## src/ipdc_pkg.sv

```systemverilog
// Package for the +IPD text command colour parser.
// Holds character codes, parse phase codes, outcome codes, word tables and the result type.
// No dependencies.
package ipdc_pkg;

  localparam int LINE_MAX_DEF = 128;
  localparam int KEY_MAX_DEF  = 16;

  localparam logic [7:0] CH_CR    = 8'h0d;
  localparam logic [7:0] CH_LF    = 8'h0a;
  localparam logic [7:0] CH_COLON = 8'h3a;
  localparam logic [7:0] CH_EQ    = 8'h3d;
  localparam logic [7:0] CH_MINUS = 8'h2d;
  localparam logic [7:0] CH_ZERO  = 8'h30;
  localparam logic [7:0] CH_NINE  = 8'h39;
  localparam logic [7:0] CH_NUL   = 8'h00;

  localparam logic [2:0] PH_PREFIX = 3'd0;
  localparam logic [2:0] PH_COLON  = 3'd1;
  localparam logic [2:0] PH_KEY    = 3'd2;
  localparam logic [2:0] PH_VALUE  = 3'd3;
  localparam logic [2:0] PH_NOTIPD = 3'd4;
  localparam logic [2:0] PH_DEAD   = 3'd5;

  localparam logic [1:0] OUT_NOT_IPD = 2'd0;
  localparam logic [1:0] OUT_NO_CMD  = 2'd1;
  localparam logic [1:0] OUT_HANDLED = 2'd2;

  localparam int WORD_SLOTS = 12;

  localparam logic [95:0] KEY_RED   = {"red", 72'd0};
  localparam logic [95:0] KEY_GREEN = {"green", 56'd0};
  localparam logic [95:0] KEY_BLUE  = {"blue", 64'd0};
  localparam logic [95:0] KEY_MODE  = {"colormode", 24'd0};
  localparam logic [95:0] WORD_ON   = {"on", 80'd0};
  localparam logic [95:0] WORD_OFF  = {"off", 72'd0};
  localparam logic [95:0] WORD_SING = {"singlecolor", 8'd0};
  localparam logic [95:0] WORD_GRAD = {"gardient", 32'd0};

  typedef struct packed {
    logic [7:0] red;
    logic [7:0] green;
    logic [7:0] blue;
    logic       mode;
    logic [1:0] outcome;
  } ipdc_result_t;

  function automatic logic [7:0] slot_char(logic [95:0] s, logic [7:0] idx);
    logic [3:0] sh;
    if (idx >= 8'(WORD_SLOTS)) begin
      return CH_NUL;
    end
    sh = 4'(4'd11 - idx[3:0]);
    return 8'(s >> {sh, 3'b000});
  endfunction

  function automatic logic [7:0] key_char(logic [1:0] w, logic [7:0] idx);
    logic [95:0] s;
    case (w)
      2'd0: s = KEY_RED;
      2'd1: s = KEY_GREEN;
      2'd2: s = KEY_BLUE;
      default: s = KEY_MODE;
    endcase
    return slot_char(s, idx);
  endfunction

  function automatic logic [7:0] word_char(logic [1:0] w, logic [7:0] idx);
    logic [95:0] s;
    case (w)
      2'd0: s = WORD_ON;
      2'd1: s = WORD_OFF;
      2'd2: s = WORD_SING;
      default: s = WORD_GRAD;
    endcase
    return slot_char(s, idx);
  endfunction

  function automatic logic [3:0] key_len(logic [1:0] w);
    case (w)
      2'd0: return 4'd3;
      2'd1: return 4'd5;
      2'd2: return 4'd4;
      default: return 4'd9;
    endcase
  endfunction

  function automatic logic [3:0] word_len(logic [1:0] w);
    case (w)
      2'd0: return 4'd2;
      2'd1: return 4'd3;
      2'd2: return 4'd11;
      default: return 4'd8;
    endcase
  endfunction

  function automatic logic [7:0] prefix_char(logic [1:0] p);
    case (p)
      2'd0: return "+";
      2'd1: return "I";
      2'd2: return "P";
      default: return "D";
    endcase
  endfunction

endpackage

```

## src/ipdc_parser.sv

```systemverilog
// Running line parser: keeps line, key and value state and the colour registers.
// Depends on ipdc_pkg for codes, word tables and the result type.
module ipdc_parser #(
  parameter int LINE_MAX = ipdc_pkg::LINE_MAX_DEF,
  parameter int KEY_MAX  = ipdc_pkg::KEY_MAX_DEF
) (
  input  logic                    clk,
  input  logic                    rst,
  input  logic                    take,
  input  logic [7:0]              rx_byte,
  output logic                    emit,
  output ipdc_pkg::ipdc_result_t  result
);
  import ipdc_pkg::*;

  localparam int LL_W = $clog2(LINE_MAX);
  localparam int KL_W = $clog2(KEY_MAX + 1);

  logic [LL_W-1:0] line_length, line_length_next;
  logic [2:0]      parse_phase, parse_phase_next;
  logic [KL_W-1:0] key_length, key_length_next;
  logic [3:0]      key_candidates, key_candidates_next;
  logic [3:0]      word_candidates, word_candidates_next;
  logic [7:0]      value_acc, value_acc_next;
  logic            value_negative, value_negative_next;
  logic            value_numeric, value_numeric_next;
  logic [3:0]      value_length, value_length_next;
  logic            key_nul, key_nul_next;
  logic            value_nul, value_nul_next;
  logic            digits_open, digits_open_next;
  logic [7:0]      red_reg, red_reg_next;
  logic [7:0]      green_reg, green_reg_next;
  logic [7:0]      blue_reg, blue_reg_next;
  logic            mode_reg, mode_reg_next;

  logic            end_byte;
  logic            digit;
  logic [KL_W-1:0] kl_inc;
  logic [3:0]      sel;
  logic [3:0]      words;
  logic [7:0]      level;
  logic [1:0]      outcome;

  always_comb begin
    line_length_next     = line_length;
    parse_phase_next     = parse_phase;
    key_length_next      = key_length;
    key_candidates_next  = key_candidates;
    word_candidates_next = word_candidates;
    value_acc_next       = value_acc;
    value_negative_next  = value_negative;
    value_numeric_next   = value_numeric;
    value_length_next    = value_length;
    key_nul_next         = key_nul;
    value_nul_next       = value_nul;
    digits_open_next     = digits_open;
    red_reg_next         = red_reg;
    green_reg_next       = green_reg;
    blue_reg_next        = blue_reg;
    mode_reg_next        = mode_reg;
    outcome              = OUT_NOT_IPD;
    level                = 8'd0;

    end_byte = (rx_byte == CH_CR) || (rx_byte == CH_LF) ||
               (line_length == LL_W'(LINE_MAX - 1));
    emit     = end_byte && (line_length != '0);
    digit    = rx_byte inside {[CH_ZERO:CH_NINE]};
    kl_inc   = key_length + 1'b1;

    sel = 4'd0;
    for (int w = 0; w < 4; w++) begin
      sel[w] = key_candidates[w] &&
               (key_nul || (KL_W'(key_len(2'(w))) == key_length));
    end
    words = 4'd0;
    for (int w = 0; w < 4; w++) begin
      words[w] = word_candidates[w] && (value_nul || (word_len(2'(w)) == value_length));
    end

    if (!end_byte) begin
      line_length_next = line_length + 1'b1;
      case (parse_phase)
        PH_PREFIX: begin
          if ((line_length > LL_W'(3)) || (rx_byte != prefix_char(line_length[1:0]))) begin
            parse_phase_next = PH_NOTIPD;
          end else if (line_length == LL_W'(3)) begin
            parse_phase_next = PH_COLON;
          end
        end
        PH_COLON: begin
          if (rx_byte == CH_COLON) begin
            parse_phase_next    = PH_KEY;
            key_length_next     = '0;
            key_candidates_next = 4'hf;
            key_nul_next        = 1'b0;
          end
        end
        PH_KEY: begin
          if (rx_byte == CH_EQ) begin
            if (sel == 4'd0) begin
              parse_phase_next = PH_DEAD;
            end else begin
              key_candidates_next  = sel;
              word_candidates_next = 4'hf;
              parse_phase_next     = PH_VALUE;
            end
          end else begin
            if (!key_nul) begin
              for (int w = 0; w < 4; w++) begin
                if (key_char(2'(w), 8'(key_length)) != rx_byte) begin
                  key_candidates_next[w] = 1'b0;
                end
              end
              if (rx_byte == CH_NUL) begin
                key_nul_next = 1'b1;
              end
            end
            key_length_next = kl_inc;
            if (kl_inc >= KL_W'(KEY_MAX)) begin
              parse_phase_next = PH_DEAD;
            end
          end
        end
        PH_VALUE: begin
          if ((value_length == 4'd0) && (digit || (rx_byte == CH_MINUS))) begin
            value_numeric_next = 1'b1;
            digits_open_next   = 1'b1;
            if (digit) begin
              value_acc_next = {4'd0, rx_byte[3:0]};
            end else begin
              value_negative_next = 1'b1;
            end
          end else if (value_numeric && digits_open) begin
            if (digit) begin
              value_acc_next = {value_acc[4:0], 3'b000} + {value_acc[6:0], 1'b0} +
                               {4'd0, rx_byte[3:0]};
            end else begin
              digits_open_next = 1'b0;
            end
          end
          if (!value_nul) begin
            for (int w = 0; w < 4; w++) begin
              if (word_char(2'(w), 8'(value_length)) != rx_byte) begin
                word_candidates_next[w] = 1'b0;
              end
            end
            if (rx_byte == CH_NUL) begin
              value_nul_next = 1'b1;
            end
          end
          if (value_length != 4'd15) begin
            value_length_next = value_length + 1'b1;
          end
        end
        default: begin
        end
      endcase
    end else if (emit) begin
      case (parse_phase)
        PH_PREFIX, PH_NOTIPD: outcome = OUT_NOT_IPD;
        PH_VALUE: begin
          if (key_candidates[2:0] != 3'd0) begin
            if (key_candidates[0]) begin
              level = red_reg;
            end else if (key_candidates[1]) begin
              level = green_reg;
            end else begin
              level = blue_reg;
            end
            if (value_numeric) begin
              level = value_negative ? 8'(8'd0 - value_acc) : value_acc;
            end
            if (words[0]) begin
              level = 8'd255;
            end
            if (words[1]) begin
              level = 8'd0;
            end
            if (key_candidates[0]) begin
              red_reg_next = level;
            end else if (key_candidates[1]) begin
              green_reg_next = level;
            end else begin
              blue_reg_next = level;
            end
            outcome = OUT_HANDLED;
          end else if (key_candidates[3]) begin
            if (words[2]) begin
              mode_reg_next = 1'b0;
            end
            if (words[3]) begin
              mode_reg_next = 1'b1;
            end
            outcome = OUT_HANDLED;
          end else begin
            outcome = OUT_NO_CMD;
          end
        end
        default: outcome = OUT_NO_CMD;
      endcase
      line_length_next     = '0;
      parse_phase_next     = PH_PREFIX;
      key_length_next      = '0;
      key_candidates_next  = 4'hf;
      word_candidates_next = 4'hf;
      value_acc_next       = 8'd0;
      value_negative_next  = 1'b0;
      value_numeric_next   = 1'b0;
      value_length_next    = 4'd0;
      key_nul_next         = 1'b0;
      value_nul_next       = 1'b0;
      digits_open_next     = 1'b0;
    end

    result.red     = red_reg_next;
    result.green   = green_reg_next;
    result.blue    = blue_reg_next;
    result.mode    = mode_reg_next;
    result.outcome = outcome;
  end

  always_ff @(posedge clk) begin
    if (rst) begin
      line_length     <= '0;
      parse_phase     <= PH_PREFIX;
      key_length      <= '0;
      key_candidates  <= 4'hf;
      word_candidates <= 4'hf;
      value_acc       <= 8'd0;
      value_negative  <= 1'b0;
      value_numeric   <= 1'b0;
      value_length    <= 4'd0;
      key_nul         <= 1'b0;
      value_nul       <= 1'b0;
      digits_open     <= 1'b0;
      red_reg         <= 8'd0;
      green_reg       <= 8'd0;
      blue_reg        <= 8'd0;
      mode_reg        <= 1'b0;
    end else if (take) begin
      line_length     <= line_length_next;
      parse_phase     <= parse_phase_next;
      key_length      <= key_length_next;
      key_candidates  <= key_candidates_next;
      word_candidates <= word_candidates_next;
      value_acc       <= value_acc_next;
      value_negative  <= value_negative_next;
      value_numeric   <= value_numeric_next;
      value_length    <= value_length_next;
      key_nul         <= key_nul_next;
      value_nul       <= value_nul_next;
      digits_open     <= digits_open_next;
      red_reg         <= red_reg_next;
      green_reg       <= green_reg_next;
      blue_reg        <= blue_reg_next;
      mode_reg        <= mode_reg_next;
    end
  end

endmodule

```

## src/ipd_text_command_color_parser.sv

```systemverilog
// Top level of the +IPD text command colour parser: input register, parser, result register.
// Depends on ipdc_pkg and ipdc_parser.
//
// The block takes one received byte per clock cycle while it does not stall, and gives one
// result item for each nonempty line: the byte is held in the input register, the parser
// decides it in a single pass, and the result item is registered in the result register
// when the parser takes the byte ending the line, then waits there until it is taken.
// Bytes inside a line keep flowing while a result waits to be taken; only a byte that ends
// a nonempty line waits in the input register until the result register is free.
module ipd_text_command_color_parser #(
  parameter int LINE_MAX = ipdc_pkg::LINE_MAX_DEF,
  parameter int KEY_MAX  = ipdc_pkg::KEY_MAX_DEF
) (
  input  logic       clk,
  input  logic       rst,
  input  logic       in_valid,
  output logic       in_stall,
  input  logic [7:0] rx_byte,
  output logic       out_valid,
  input  logic       out_stall,
  output logic [7:0] red_level,
  output logic [7:0] green_level,
  output logic [7:0] blue_level,
  output logic       gradient_mode,
  output logic [1:0] outcome
);
  import ipdc_pkg::*;

  logic         hold_valid;
  logic [7:0]   hold_byte;
  logic         out_free;
  logic         go;
  logic         emit;
  ipdc_result_t result;

  assign out_free = !out_valid || !out_stall;
  assign go       = hold_valid && (!emit || out_free);
  assign in_stall = hold_valid && !go;

  ipdc_parser #(
    .LINE_MAX (LINE_MAX),
    .KEY_MAX  (KEY_MAX)
  ) u_parser (
    .clk     (clk),
    .rst     (rst),
    .take    (go),
    .rx_byte (hold_byte),
    .emit    (emit),
    .result  (result)
  );

  always_ff @(posedge clk) begin
    if (rst) begin
      hold_valid <= 1'b0;
    end else if (in_valid && !in_stall) begin
      hold_valid <= 1'b1;
    end else if (go) begin
      hold_valid <= 1'b0;
    end
  end

  always_ff @(posedge clk) begin
    if (in_valid && !in_stall) begin
      hold_byte <= rx_byte;
    end
  end

  always_ff @(posedge clk) begin
    if (rst) begin
      out_valid <= 1'b0;
    end else if (go && emit) begin
      out_valid <= 1'b1;
    end else if (!out_stall) begin
      out_valid <= 1'b0;
    end
  end

  always_ff @(posedge clk) begin
    if (go && emit) begin
      red_level     <= result.red;
      green_level   <= result.green;
      blue_level    <= result.blue;
      gradient_mode <= result.mode;
      outcome       <= result.outcome;
    end
  end

endmodule
```

## config.mk

```make
export PLATFORM = sky130hd
export DESIGN_NAME = ipd_text_command_color_parser
export DESIGN_NICKNAME = d
export VERILOG_FILES = /design/src/ipdc_pkg.sv /design/src/ipdc_parser.sv /design/src/ipd_text_command_color_parser.sv
export SDC_FILE = /design/constraint.sdc
export NUM_CORES = 1
export LEC_CHECK = 0
export BUFFER_PORTS_ARGS = -buffer_cell sky130_fd_sc_hd__clkbuf_2
export CORE_MARGIN = 2
export CORE_UTILIZATION = 50
export DETAILED_ROUTE_END_ITERATION = 16
export HOLD_SLACK_MARGIN = 0.06
export MAX_ROUTING_LAYER = met4
export PLACE_DENSITY = 0.78
export SKIP_LAST_GASP = 1
export SLEW_MARGIN = 20
export SYNTH_ARGS = -nofsm -noshare
export SYNTH_HDL_FRONTEND = slang
export SYNTH_SLANG_ARGS = --single-unit
```

## constraint.sdc

```tcl
create_clock -name clk -period 3.6 [get_ports clk]
set_clock_uncertainty 0.2 [all_clocks]
set_input_delay 1.08 -clock clk [delete_from_list [all_inputs] [get_ports clk]]
set_output_delay 1.08 -clock clk [all_outputs]
set_load 0.1 [all_outputs]
```

==> impl_metrics.ini <==
[run_status]
status = finished, final reports clean

[clock_tree]
cts_setup_buffers = 0
clk_pin_slew_worst_paths_ns = 0.08
htreeDepth = 3
insertion_delay_ns = 0.36
cts_tree = done
clock_sinks = 102
cts_made_buffers = 9
clockBufferDepth = 2
cts-root-buf = clkbuf_16

[worst_setup_path]
worstSetupStartpointType = flop
cp-end-kind = output pin
cp.arrival_ns = 2.17
worstReg2RegEnd = blue_level[3]$_DFFE_PP_
crit_fanout = 7
r2r-start = hold_byte[7]$_DFFE_PP_
rrSetupSlack_ns = 0.49
reg2reg_depth = 7
required_ns = 2.32
critical_path_class = flop to output pin

[worst_hold_path]
min_path_type = flop to flop
min_from = u_parser.digits_open$_SDFFE_PP0P_
holdPathStages = 2
hold_end = u_parser.digits_open$_SDFFE_PP0P_

[cells_and_area]
finalInstanceArea_um2 = 7870
drive_above_1_share_pct = 13.5
finalCoreUtilization_pct = 56.5
fin_nets = 915
n_antenna_cell = 0
syn_to_final_growth_pct = 9.85
stdcell_count = 1046

[die]
core_area_um2 = 13900
initial_utilization_pct = 51.4
die_w_um = 124
io_pins = 41
die_area_um2 = 15300
die_h_um = 124
rows = 43

[sta]
fin_tns_setup_ns = 0
holdWs_ns = 0.274
finalHoldViolCount = 0
period_share_pct = 96.0
rsz0062_at_grt = false
fmax_mhz = 289
worst_pin_slew_ns = 0.814
drv_slew = 0
max_slew_margin_pct = 45.6
finalCriticalPeriod_ns = 3.45
finalSetupViolations = 0
fin_ws_ns = 0.146

[global_route]
use_met3_pct = 4.03
grt_overflow = 0
grt_pass1_wl_um = 30700
grt_pass1_vias = 6116
met2_usage_pct = 41.3
grt_util_met1_pct = 33.6
antenna_found_initial = 0
grt_usage_pct = 26.4
grt_max_degree = 51
grt.busiest_layer = met2

[placement]
postPlaceCellArea_um2 = 7560
gp_congestion = 0.935
dp_hpwl_um = 13500
pre_cts_ws_ns = 0.488
portBuffers = 40
dpl.cell_count = 1030

[synth]
synth_enable_flop_cells = 35
ys_top_cells_by_count = 99 x nand2_1, 67 x dfxtp_1, 66 x o21ai_0, 53 x nor2_1, 52 x a21oi_1
syn_nets = 897
post-synth-top-count-cell = nand2_1
synth_cell_type_count = 91
synth_top_area_cell = dfxtp_1
syn_area_um2 = 7170
synth_area_leaders = dfxtp_1 19%, edfxtp_1 15%, ha_1 7.0%
syn_inst = 843
seq_area_frac_synth_pct = 33.4
ys_seq_elements = 102
ys_warn_count = 0
synth.top_cell.area_share_pct = 18.7
syn_area_per_cell_um2 = 8.50
ys.flop_type = dfxtp_1
async_reset_ff_share_pct = 0

[route]
totalWireLength_um = 19100
drtIter0Drc = 798
first_pass_iters = 5
wl_per_cell_um = 18.3
vias = 6594
drc = 0
via_per_inst = 6.30
ant_nets = 0

[pwr]
finalPower_mw = 2.42
vdd_drop_max_mv = 0.457
powerDensity_nw_per_um2 = 307
power_leakage_nw = 2.99

[flow_run]
maxCapViolations = 0
==> cell usage in the layout (no fill, tap or decap), drive strengths merged, types with 16 or more instances in the layout <==
cell	n
nand2	99
o21ai	73
dfxtp	67
nor2	54
a21oi	53
clkbuf	48
ha	40
edfxtp	35
mux2i	34
inv	32
buf	24
nand3	22
xnor2	17
nor3	17
xor2	16
a31oi	16
==> routing by layer <==
layer | wire, µm | vias to the layer above
li1 | - | 3137
met1 | 8230 | 3100
met2 | 8800 | 295
met3 | 1350 | 62
met4 | 709 | 0
met5 | 0 | -
==> worst max-delay path: stages (launching register included) <==
cell and delay [ns]:
edfxtp_1 0.54, nor2_1 0.30, o2111ai_2 0.18, a21oi_1 0.29, nand4_1 0.15, inv_1 0.15
buf_12 0.19
==> worst max path at each step <==
stage                     cells past startpoint  slack [ns]                             to                                 start
after detailed placement                      7        0.49  u_parser.key_nul$_SDFFE_PP0P_                             out_stall
after global placement                        6        0.54                       in_stall  u_parser.line_length[1]$_SDFFE_PP0P_
after floorplan                               6        0.22                       in_stall                hold_byte[2]$_DFFE_PP_
after CTS                                     6        0.09                       in_stall  u_parser.line_length[1]$_SDFFE_PP0P_
final                                         6        0.15                       in_stall                hold_byte[7]$_DFFE_PP_
after global routing                          6        0.08                       in_stall                hold_byte[7]$_DFFE_PP_
==> area by class of cell <==
| class | count | area (µm²) |
|---|---|---|
| Sequential cell | 102 | 2390 |
| Fill cell | 1243 | 6060 |
| Clock buffer | 9 | 225 |
| Tap cell | 180 | 225 |
| Timing Repair Buffer | 63 | 388 |
| Clock inverter | 7 | 83.8 |
| Multi-Input combinational cell | 657 | 4450 |
| Inverter | 28 | 105 |
==> timing repair <==
item	4_1_cts	5_1_grt
resized for setup	0	1
endpoints found under the setup margin	0	1
hold buffers	0	0
==> kinds of logic after synthesis <==
family | synth area share [%]
AOI/OAI and AO/OA | 22.8
xor gates and xnor gates | 4.03
adders and majority gates | 7.54
buffers and inverters | 4.52
DFF | 33.4
muxes | 5.69
and+or+nand+nor | 22.1
==> report_power, final <==
group	internal, mW	leakage (nW)	total [mW]	switching, mW
Combinational	0.0713	2.00	0.189	0.117
Clock	0.500	0.151	1.01	0.510
Sequential	1.20	0.846	1.22	0.0242
Total	1.77	2.99	2.42	0.651
No activity file was read; power rests on OpenSTA's default activity.
